--- config.mk ---
export PLATFORM = sky130hd
export DESIGN_NAME = camera_packet_deframer
export DESIGN_NICKNAME = d
export VERILOG_FILES = /design/src/rtl/cpd_pkg.sv /design/src/rtl/cpd_ram.sv /design/src/rtl/cpd_out.sv /design/src/rtl/camera_packet_deframer.sv
export SDC_FILE = /design/constraint.sdc
export NUM_CORES = 1
export LEC_CHECK = 0
export ABC_CLOCK_PERIOD_IN_PS = 4950
export BUFFER_PORTS_ARGS = -buffer_cell sky130_fd_sc_hd__buf_2
export CAP_MARGIN = 40
export CORE_ASPECT_RATIO = 1.25
export CORE_MARGIN = 1.5
export CORE_UTILIZATION = 35
export CTS_CLUSTER_DIAMETER = 120
export CTS_CLUSTER_SIZE = 16
export DETAILED_ROUTE_END_ITERATION = 12
export SYNTH_ARGS = -nofsm -noshare
export SYNTH_HDL_FRONTEND = slang
export SYNTH_SLANG_ARGS = --single-unit
export TNS_END_PERCENT = 100
--- constraint.sdc ---
create_clock -name clk -period 4.95 [get_ports clk]
set_input_delay 0.495 -clock clk [delete_from_list [all_inputs] [get_ports clk]]
set_output_delay 0.495 -clock clk [all_outputs]
set_load 0.01 [all_outputs]
--- src/rtl/cpd_pkg.sv ---
package cpd_pkg;

    localparam logic [1:0] CMD_WORD    = 2'd0;
    localparam logic [1:0] CMD_CAM_ON  = 2'd1;
    localparam logic [1:0] CMD_CAM_OFF = 2'd2;

    localparam logic [2:0] KIND_PIXEL    = 3'd0;
    localparam logic [2:0] KIND_SYNC     = 3'd1;
    localparam logic [2:0] KIND_COMPLETE = 3'd2;
    localparam logic [2:0] KIND_SHORT    = 3'd3;
    localparam logic [2:0] KIND_OTHER    = 3'd4;
    localparam logic [2:0] KIND_CAM_ON   = 3'd5;
    localparam logic [2:0] KIND_CAM_OFF  = 3'd6;

    localparam logic       CFG_FRAME_BYTES   = 1'b0;
    localparam logic       CFG_TIMEOUT_LIMIT = 1'b1;

    localparam int         ADDR_W  = 20;
    localparam int         COUNT_W = 20;
    localparam int         TMO_W   = 11;

    localparam logic [31:0]        SYNC_MARK = 32'hFF00_FF00;
    localparam logic [31:0]        END_MARK  = 32'hEE11_EE11;
    localparam logic [15:0]        PIXEL_TAG = 16'hA0A0;
    localparam logic [COUNT_W-1:0] COUNT_MAX = 20'hF_FFFF;
    localparam logic [COUNT_W-1:0] COUNT_SAT = 20'hF_FFFB;
    localparam logic [COUNT_W-1:0] FRAME_BYTES_RST   = 20'd76800;
    localparam logic [TMO_W-1:0]   TIMEOUT_LIMIT_RST = 11'd1500;

    typedef struct packed {
        logic [2:0]        kind;
        logic [ADDR_W-1:0] write_addr;
        logic [31:0]       write_data;
        logic              rearm;
        logic              last;
    } result_t;

endpackage

--- src/rtl/cpd_ram.sv ---
module cpd_ram #(
    parameter int WIDTH = 32,
    parameter int DEPTH = 16
) (
    input  logic                     clk,
    input  logic                     we,
    input  logic [$clog2(DEPTH)-1:0] waddr,
    input  logic [WIDTH-1:0]         wdata,
    input  logic [$clog2(DEPTH)-1:0] raddr,
    output logic [WIDTH-1:0]         rdata
);

    logic [WIDTH-1:0] mem [DEPTH];

    always_ff @(posedge clk)
    begin
        if (we)
        begin
            mem[waddr] <= wdata;
        end
        rdata <= mem[raddr];
    end

endmodule

--- src/rtl/cpd_out.sv ---
module cpd_out (
    input  logic             clk,
    input  logic             rst_n,
    input  logic             load,
    input  cpd_pkg::result_t result,
    output logic             can_load,
    output logic             m_tvalid,
    input  logic             m_tready,
    output logic [55:0]      m_tdata,  // write_addr, write_data, rearm, zero fill
    output logic [2:0]       m_tuser,  // kind
    output logic             m_tlast
);

    logic             valid_reg;
    logic             valid_next;
    cpd_pkg::result_t res_reg;

    assign can_load = !valid_reg || m_tready;

    always_comb
    begin
        valid_next = valid_reg;
        if (load)
        begin
            valid_next = 1'b1;
        end
        else if (m_tready)
        begin
            valid_next = 1'b0;
        end
    end

    always_ff @(posedge clk or negedge rst_n)
    begin
        if (!rst_n)
        begin
            valid_reg <= 1'b0;
        end
        else
        begin
            valid_reg <= valid_next;
        end
    end

    always_ff @(posedge clk)
    begin
        if (load)
        begin
            res_reg <= result;
        end
    end

    assign m_tvalid = valid_reg;
    assign m_tdata  = {3'b000, res_reg.rearm, res_reg.write_data, res_reg.write_addr};
    assign m_tuser  = res_reg.kind;
    assign m_tlast  = res_reg.last;

endmodule

--- src/rtl/camera_packet_deframer.sv ---
// camera packet deframer
// s_* carries link items: tuser is the command (packet word, camera on, camera
// off), tdata the 32-bit link word. m_* carries results: tuser is the kind,
// tdata holds the write address, the pixel word and the rearm flag, tlast marks
// the final result of one input item.
// cfg_wr_en/cfg_index/cfg_data write frame_bytes (0) or timeout_limit (1);
// write only while the block is idle.
// packet words go into a PACKET_WORDS-entry store with a registered read port.
// words that do not finish a packet and camera commands do not hold the input; a
// result, where the item gives one, appears on m_* in the cycle after it is accepted.
// a pixel packet reads the store back one word a cycle while the output register
// can take it; after the last word is accepted the block enters the pixel state,
// which loads PACKET_WORDS-1 writes into the output register and holds the input
// until the last of them is loaded.
// a single output register parts the two sides; when the receiver stalls the
// register holds and s_tready drops until it is taken.
// reset clears the word position, offset, byte count, timeout count, camera
// state and sets the registers to 76800 and 1500.
module camera_packet_deframer #(
    parameter int PACKET_WORDS = 16,
    parameter int OFFSET_BITS  = 20
) (
    input  logic        clk,
    input  logic        rst_n,
    input  logic        s_tvalid,
    output logic        s_tready,
    input  logic [31:0] s_tdata,   // word_in
    input  logic [1:0]  s_tuser,   // cmd
    output logic        m_tvalid,
    input  logic        m_tready,
    output logic [55:0] m_tdata,   // write_addr, write_data, rearm, zero fill
    output logic [2:0]  m_tuser,   // kind
    output logic        m_tlast,
    input  logic        cfg_wr_en,
    input  logic        cfg_index,
    input  logic [19:0] cfg_data
);

    localparam int IDX_W = $clog2(PACKET_WORDS);
    localparam int AW    = cpd_pkg::ADDR_W;
    localparam int CW    = cpd_pkg::COUNT_W;
    localparam int TW    = cpd_pkg::TMO_W;
    localparam logic [IDX_W-1:0] LAST_IDX = IDX_W'(PACKET_WORDS - 1);

    localparam logic ST_IDLE  = 1'b0;
    localparam logic ST_PIXEL = 1'b1;

    logic              state_reg, state_next;
    logic [IDX_W-1:0]  word_idx_reg, word_idx_next;
    logic [IDX_W-1:0]  rd_idx_reg, rd_idx_next;
    logic [OFFSET_BITS-1:0] offset_reg, offset_next;
    logic [CW-1:0]     count_reg, count_next;
    logic [TW-1:0]     tmo_reg, tmo_next;
    logic              cam_reg, cam_next;
    logic              rearm_reg, rearm_next;
    logic [CW-1:0]     frame_bytes_reg;
    logic [TW-1:0]     tmo_limit_reg;
    logic [31:0]       w0_reg, w1_reg;
    logic [15:0]       prev_low_reg, prev_low_next;

    logic              accept;
    logic              can_load;
    logic              load;
    cpd_pkg::result_t  result;
    logic              mem_we;
    logic [IDX_W-1:0]  mem_raddr;
    logic [31:0]       mem_rdata;
    logic              is_sync, is_end, is_pixel, tmo_hit;
    logic [AW+OFFSET_BITS-1:0] offset_ext;

    assign s_tready   = (state_reg == ST_IDLE) && can_load;
    assign accept     = s_tvalid && s_tready;
    assign mem_we     = accept && (s_tuser == cpd_pkg::CMD_WORD);
    assign offset_ext = {AW'(0), offset_reg};

    assign is_sync  = (w0_reg == cpd_pkg::SYNC_MARK) && (w1_reg == cpd_pkg::SYNC_MARK);
    assign is_end   = (w0_reg == cpd_pkg::END_MARK) && (w1_reg == cpd_pkg::END_MARK);
    assign is_pixel = (w0_reg[31:16] == cpd_pkg::PIXEL_TAG)
                   && (s_tdata[15:0] == cpd_pkg::PIXEL_TAG) && cam_reg;
    assign tmo_hit  = (tmo_reg >= tmo_limit_reg);

    cpd_ram #(
        .WIDTH (32),
        .DEPTH (PACKET_WORDS)
    ) u_store (
        .clk   (clk),
        .we    (mem_we),
        .waddr (word_idx_reg),
        .wdata (s_tdata),
        .raddr (mem_raddr),
        .rdata (mem_rdata)
    );

    cpd_out u_out (
        .clk      (clk),
        .rst_n    (rst_n),
        .load     (load),
        .result   (result),
        .can_load (can_load),
        .m_tvalid (m_tvalid),
        .m_tready (m_tready),
        .m_tdata  (m_tdata),
        .m_tuser  (m_tuser),
        .m_tlast  (m_tlast)
    );

    always_comb
    begin
        state_next    = state_reg;
        word_idx_next = word_idx_reg;
        rd_idx_next   = rd_idx_reg;
        offset_next   = offset_reg;
        count_next    = count_reg;
        tmo_next      = tmo_reg;
        cam_next      = cam_reg;
        rearm_next    = rearm_reg;
        prev_low_next = prev_low_reg;
        load          = 1'b0;
        result        = '0;
        result.last   = 1'b1;
        mem_raddr     = IDX_W'(1);

        case (state_reg)
            ST_IDLE:
            begin
                if (accept)
                begin
                    case (s_tuser)
                        cpd_pkg::CMD_CAM_ON:
                        begin
                            if (!cam_reg)
                            begin
                                cam_next     = 1'b1;
                                load         = 1'b1;
                                result.kind  = cpd_pkg::KIND_CAM_ON;
                                result.rearm = 1'b1;
                            end
                        end
                        cpd_pkg::CMD_CAM_OFF:
                        begin
                            if (cam_reg)
                            begin
                                cam_next     = 1'b0;
                                offset_next  = '0;
                                count_next   = '0;
                                load         = 1'b1;
                                result.kind  = cpd_pkg::KIND_CAM_OFF;
                                result.rearm = 1'b1;
                            end
                        end
                        cpd_pkg::CMD_WORD:
                        begin
                            if (word_idx_reg != LAST_IDX)
                            begin
                                word_idx_next = word_idx_reg + IDX_W'(1);
                            end
                            else
                            begin
                                word_idx_next = '0;
                                if (is_sync)
                                begin
                                    offset_next = '0;
                                    count_next  = '0;
                                    load        = 1'b1;
                                    result.kind = cpd_pkg::KIND_SYNC;
                                end
                                else if (is_end)
                                begin
                                    tmo_next     = '0;
                                    count_next   = '0;
                                    load         = 1'b1;
                                    result.rearm = 1'b1;
                                    result.kind  = (count_reg == frame_bytes_reg)
                                                 ? cpd_pkg::KIND_COMPLETE
                                                 : cpd_pkg::KIND_SHORT;
                                end
                                else
                                begin
                                    tmo_next = tmo_hit ? TW'(1) : tmo_reg + TW'(1);
                                    if (is_pixel)
                                    begin
                                        rearm_next    = tmo_hit;
                                        prev_low_next = w0_reg[15:0];
                                        rd_idx_next   = IDX_W'(1);
                                        state_next    = ST_PIXEL;
                                    end
                                    else
                                    begin
                                        load         = 1'b1;
                                        result.kind  = cpd_pkg::KIND_OTHER;
                                        result.rearm = tmo_hit;
                                    end
                                end
                            end
                        end
                        default:
                        begin
                        end
                    endcase
                end
            end
            ST_PIXEL:
            begin
                mem_raddr = rd_idx_reg;
                if (can_load)
                begin
                    load              = 1'b1;
                    result.kind       = cpd_pkg::KIND_PIXEL;
                    result.write_addr = offset_ext[AW-1:0];
                    result.write_data = {prev_low_reg, mem_rdata[31:16]};
                    result.rearm      = rearm_reg;
                    result.last       = (rd_idx_reg == LAST_IDX);
                    prev_low_next     = mem_rdata[15:0];
                    offset_next       = offset_reg + OFFSET_BITS'(4);
                    count_next        = (count_reg > cpd_pkg::COUNT_SAT)
                                      ? cpd_pkg::COUNT_MAX : count_reg + CW'(4);
                    rd_idx_next       = rd_idx_reg + IDX_W'(1);
                    mem_raddr         = rd_idx_reg + IDX_W'(1);
                    if (rd_idx_reg == LAST_IDX)
                    begin
                        state_next = ST_IDLE;
                    end
                end
            end
            default:
            begin
                state_next = ST_IDLE;
            end
        endcase
    end

    always_ff @(posedge clk or negedge rst_n)
    begin
        if (!rst_n)
        begin
            state_reg       <= ST_IDLE;
            word_idx_reg    <= '0;
            rd_idx_reg      <= '0;
            offset_reg      <= '0;
            count_reg       <= '0;
            tmo_reg         <= '0;
            cam_reg         <= 1'b0;
            rearm_reg       <= 1'b0;
            frame_bytes_reg <= cpd_pkg::FRAME_BYTES_RST;
            tmo_limit_reg   <= cpd_pkg::TIMEOUT_LIMIT_RST;
        end
        else
        begin
            state_reg    <= state_next;
            word_idx_reg <= word_idx_next;
            rd_idx_reg   <= rd_idx_next;
            offset_reg   <= offset_next;
            count_reg    <= count_next;
            tmo_reg      <= tmo_next;
            cam_reg      <= cam_next;
            rearm_reg    <= rearm_next;
            if (cfg_wr_en && (cfg_index == cpd_pkg::CFG_FRAME_BYTES))
            begin
                frame_bytes_reg <= cfg_data;
            end
            if (cfg_wr_en && (cfg_index == cpd_pkg::CFG_TIMEOUT_LIMIT))
            begin
                tmo_limit_reg <= cfg_data[TW-1:0];
            end
        end
    end

    always_ff @(posedge clk)
    begin
        prev_low_reg <= prev_low_next;
        if (mem_we && (word_idx_reg == IDX_W'(0)))
        begin
            w0_reg <= s_tdata;
        end
        if (mem_we && (word_idx_reg == IDX_W'(1)))
        begin
            w1_reg <= s_tdata;
        end
    end

endmodule
==> run metrics, run 1 <==
Post-DP HPWL 43100 um; Yosys warning total 0; Finish-stage setup viols 0; post-route ant nets 0; maximum VDD drop 0.000266 V; aggregate global-route resource usage 16.2%; Seq/Total Area, Yosys 72.5%; MaxCap Viol Count 0; Max Clock Skew 22.0 ps; Hold WC Path Type in2reg; Synth Flop Type edfxtp_1; FFs w/ async S/R, synth 12.9%; Lkg Pwr 0.0108 uW; Root Driver clkbuf_16; Buf/Inv on CP 2; Startpoint Class flip-flop; endpoints failing hold 0; Post-CTS Hold Buffers 1; largest net degree at the start of global routing 51; first-pass GRT wire length 101000 um; CP max FO 29; Max stage delay cell, worst path nor4_1; Worst path top cell family by delay simple AND/OR/NAND/NOR gates; Post-Synthesis Cell Area 0.0282 mm2; count of cell types in the netlist 64; minimum clock period 3490 ps; Resize count post-CTS 0; Starting Density 35.3%; most used cell, CP buf_4; port bufs 116; Reg with most FFs u_store.mem; fin. max-slew vios 0; CTS tree done; final worst path period share 70.5%; Slew headroom 34.9%; Remaining DRCs 0; initial antenna violation count 3; maximum root-to-sink buffer count 3; # H-tree levels 2; syn avg cell area 17.7 um2; clock sink count 706; Vias 15.2k; Setup WS pre-CTS 1170 ps; postcts setup bufs 0; Power Density 352 mW/mm2; EDFF count, synth 583; CP Cell Sequence nor3_1 -> nand2_1 -> nor4_1 -> buf_4 -> nor2_1 -> o21ai_0 -> nand2_2 -> buf_4; Worst path max stage delay 580 ps; core area 0.0798 mm2; Die W 257 um; CP arrival 3810 ps; die area 0.0822 mm2; flops & latches, synth 706; vias in the first global route 15.7k; RD Place Congestion 0.825; Initial DRC Count 1362; P&R area growth vs syn 13.2%; RSZ-0062 raised after global routing false; max reg flops 491; fin worst setup slack 1460 ps; share of post-route cells with drive strength above 1 24.7%; ANT cells 0; Slew @ Worst Pin 973 ps; outcome completed; CP required 5270 ps; TritonCTS buffer count 50; Die Y 320 um; Top-Level Pins 122; Routed WL 66800 um; critical path capture point type flip-flop; Final #Nets 1806; drt pass-1 iters 6; fmax 287 MHz; WL/cell 23.6 um; total gr overflow 0; Clk pin slew, worst setup/hold paths 70 ps; worst skew pair latency 610 ps; num rows 116; TNS Setup 0 ps; routed vias/inst 5.37; Crit Path Class reg2reg; Mapped Cells 1592
[metal layers]
metal	up-vias	GRT usage, %	part of all wire, %	wire length, um
li1	6632	-	-	-
met1	7980	22.0	43	28500
met2	471	27.7	50	33400
met3	85	2.39	5.4	3640
met4	2	3.48	1.8	1170
met5	-	0	0.025	17
[worst reg2reg max path, cell delays in order (launching register included)]
cell and delay, ps:
edfxtp_1 390, nor3_1 410, nand2_1 300, nor4_1 580, buf_4 230, nor2_1 60, o21ai_0 280, nand2_2 480
buf_4 440
[final timing paths]
kind                                  startpoint                  end  slack [ps]  depth (start not counted)
worst max-delay path                  w0_reg[19]    u_out.m_tdata[33]        1460                          8
worst min-delay path                cfg_data[17]  frame_bytes_reg[17]         120                          2
worst max register to register        w0_reg[19]    u_out.m_tdata[33]        1460                          8
worst min register to register  tmo_limit_reg[1]     tmo_limit_reg[1]         510                          1
max in group asynchronous                  rst_n            state_reg        3400                          3
min in group asynchronous                  rst_n   frame_bytes_reg[4]         420                          2
[layout make-up]
type / count / area (um2)
Fill cell: 7196 / 47900
Sequential cell: 706 / 20400
Multi-Input combinational cell: 777 / 7370
Clock buffer: 89 / 1420
Tap cell: 1062 / 1330
Timing Repair Buffer: 159 / 1140
Inverter: 28 / 105
Clock inverter: 4 / 101
[placed cells by master (no fill, tap or decap), drive strengths merged, types with 4 or more instances in the layout]
cell type / instances
edfxtp: 583
buf: 158
mux4: 128
nand2: 89
clkbuf: 89
dfrtp: 80
and3: 70
a22oi: 65
mux2: 50
nor2: 44
dfxtp: 32
a21oi: 30
nand3: 29
inv: 29
o21ai: 27
ha: 24
xnor2: 19
nor3: 17
nand4: 15
o31ai: 13
a22o: 12
dfstp: 11
and2: 11
nor4: 10
nor4bb: 9
a21o: 9
nor2b: 8
a31oi: 8
a211o: 8
a221o: 8
nand2b: 8
or4: 8
nor4b: 7
or3: 6
conb: 5
o21a: 4
mux2i: 4
[logic make-up (layout without fill, tap and decap cells)]
kind of cell             Yosys count  count (layout)  share of synthesized area (%)
multiplexers                     182             182                           12.4
AND/OR/NAND/NOR                  347             347                           6.76
adder cells (fa/ha/maj)           24              24                           1.07
AO/OA/AOI/OAI                    200             200                           5.02
flip-flops                       706             706                           72.5
other                              1               5                         0.0133
XOR/XNOR                          19              19                          0.591
buffers and inverters            113             280                           1.65
[power by group]
group / total, uW / switching, uW / internal (uW) / leakage (uW)
clock network: 4030 / 2010 / 2010 / 0.000716
registers: 6720 / 111 / 6610 / 0.00669
logic: 474 / 305 / 169 / 0.00335
total: 11200 / 2430 / 8790 / 0.0108
[through the flow]
stage | hold WS [ps] | utilization [%] | cells | area (um2) | power (uW)
2_1_floorplan | 199 | - | 1596 | 28200 | 7060
3_3_place_gp | 497 | 37.7 | 2718 | 30100 | 7280
3_5_place_dp | 497 | 38.0 | 2731 | 30400 | 7320
4_1_cts | 90.1 | 40.0 | 2825 | 31900 | 11300
5_1_grt | 102 | 40.0 | 2825 | 31900 | 11600
6_report | 119 | 40.0 | 2825 | 31900 | 11200
[cell usage after synthesis (9+ instances only)]
master / n / area [um2]
edfxtp_1: 583 / 17500
mux4_2: 128 / 2880
nand2_1: 89 / 334
dfrtp_1: 80 / 2000
and3_1: 70 / 438
a22oi_1: 65 / 488
clkbuf_1: 52 / 195
mux2_2: 50 / 563
nor2_1: 44 / 165
dfxtp_1: 32 / 641
a21oi_1: 30 / 150
nand3_1: 29 / 145
inv_1: 28 / 105
o21ai_0: 25 / 125
ha_1: 24 / 300
xnor2_1: 19 / 166
buf_2: 17 / 85.1
nor3_1: 16 / 80.1
nand4_1: 15 / 93.8
o31ai_1: 13 / 97.6
a22o_1: 12 / 105
buf_1: 11 / 41.3
dfstp_2: 11 / 289
and2_1: 10 / 62.6
a21o_1: 9 / 67.6
nor4bb_1: 9 / 90.1
Power figures use the tool's default switching activity.
==> inputs of run 2 (changes only) <==
- ABC_CLOCK_PERIOD_IN_PS: 4950 -> 3000
- clock period: 4.95 -> 3 ns (I/O delays scaled with it)
==> run metrics, run 2 (synthesized netlist as in run 1, its figures left out) <==
outcome completed; Die W 257 um; minimum clock period 2880 ps; initial antenna violation count 3; clock group share of total power 35.3%; P_int 14400 uW; Starting Density 35.3%; post-layout util 40.6%; Slew @ Worst Pin 742 ps; commonest non-fill, non-tap cell in the layout edfxtp_1; worst skew pair latency 630 ps; Hold WC Path Type in2reg; drt pass-1 iters 5; Slew headroom 49.2%; fmax 347 MHz; maximum VDD drop 0.000419 V; share of post-route cells with drive strength above 1 26.6%; Post-Layout Cell Count 2903; routed vias/inst 5.32; total gr overflow 0; Top-Level Pins 122; Reg with most FFs u_store.mem; Final #Nets 1882; critical path capture point type flip-flop; aggregate global-route resource usage 16.6%; # H-tree levels 2; switch share 21.8%; endpoints failing hold 0; placed cell count 2785; CTS tree done; first-pass GRT wire length 103000 um; Logic pwr share 4.6%; port bufs 116; MaxCap Viol Count 0; metal3 WL 3470 um; met2 routed wirelength 34700 um; postcts setup bufs 0; largest net degree at the start of global routing 50; Vias 15.4k; fin. max-slew vios 0; top layer used by detailed routing met5; max reg flops 491; die area 0.0822 mm2; vias in the first global route 15.8k; maximum root-to-sink buffer count 3; num rows 116; Clk pin slew, worst setup/hold paths 70 ps; Power Density 568 mW/mm2; Post-DP HPWL 45500 um; fill count 7173; WL/cell 23.6 um; RSZ-0062 raised after global routing false; CP max FO 48; TritonCTS buffer count 50; P&R area growth vs syn 15.1%; share of power burned in registers 60.1%; Root Driver clkbuf_16; Remaining DRCs 0; core area 0.0798 mm2; clock sink count 706; CP arrival 3220 ps; post-route ant nets 0; Net Switching 4020 uW; final worst path period share 95.9%; Max Clock Skew 22.0 ps; RD Place Congestion 0.845; most frequent cells in the layout edfxtp_1 (583), mux4_2 (128), buf_2 (116), nand2_1 (88), buf_4 (82); Routed WL 68600 um; area of the multi-input gates 0.00737 mm2; Lkg Pwr 0.0111 uW; Startpoint Class flip-flop; Finish-stage setup viols 0; Crit Path Class reg2reg; Met1 Wirelength 28500 um; Initial DRC Count 1550; Reg area 0.0204 mm2; Die Y 320 um; CP required 3340 ps
## run 2: cell types whose count changed in the layout (fill, tap and decap cells not counted), moves of 3 or more
cell | before | now
dlygate4sd3_1 | 1 | 23
buf_12 | 9 | 12
buf_4 | 28 | 82
buf_16 | 6 | 2
## run 2: worst max-delay path: stages (launching register included)
cell and delay [ps]:
edfxtp_1 400, nor3_1 400, nand2_1 280, nor4_1 500, buf_4 220, nor2_1 60, o21ai_0 330, nand2_2 140
buf_12 220
## run 2: layout make-up
type / instances / share of cell area (%)
inverter: 28 / 0.324
sequential: 706 / 63.0
timing repair buffer: 235 / 5.31
multi-input combinational: 777 / 22.7
clock buffer: 89 / 4.31
tap: 1062 / 4.10
antenna: 1 / 0.00771
clock inverter: 5 / 0.239
## run 2: power by group through the flow
stage | registers, uW | clock network, uW | logic [uW]
4_1_cts | 11100 | 6680 | 849
5_1_grt | 11100 | 6990 | 922
3_3_place_gp | 11300 | 0 | 797
2_1_floorplan | 11200 | 0 | 418
6_report | 11100 | 6510 | 839
3_5_place_dp | 11300 | 0 | 819
## run 2: per-layer routing
metal	up-vias	GRT usage (%)
met4	4	4.81
met3	95	2.42
li1	6781	-
met1	8065	21.7
met5	-	0
met2	494	28.6
## run 2: final timing paths
| check | cells past startpoint | to | startpoint | slack [ps] |
|---|---|---|---|---|
| max reg2reg | 8 | u_out.m_tdata[34] | w0_reg[19] | 120 |
| max in group asynchronous | 3 | frame_bytes_reg[16] | rst_n | 2020 |
| min | 1 | u_store.mem[13][25] | s_tdata[25] | 50 |
| min in group asynchronous | 2 | tmo_reg[9] | rst_n | 240 |
| min reg2reg | 1 | tmo_limit_reg[1] | tmo_limit_reg[1] | 510 |
| max | 8 | u_out.m_tdata[34] | w0_reg[19] | 120 |
## run 2: metrics by stage
step / setup TNS [ps] / hold WS [ps] / setup slack [ps] / power (uW) / cell area (um2)
global placement: -8340 / 343 / -165 / 12100 / 30700
detailed placement: 0 / 353 / 31.2 / 12100 / 30700
global route: 0 / 39.9 / 36.9 / 19000 / 32400
CTS: 0 / 26.0 / 128 / 18600 / 32400
finish: 0 / 50.9 / 122 / 18400 / 32400
floorplan: 0 / 4.41 / 17.3 / 11600 / 28200
## run 2: repair_timing
action                     CTS  global route
hold buffers                23             0
resized for setup            0             1
hold endpoints to repair    69             0
setup endpoints to repair    0            10
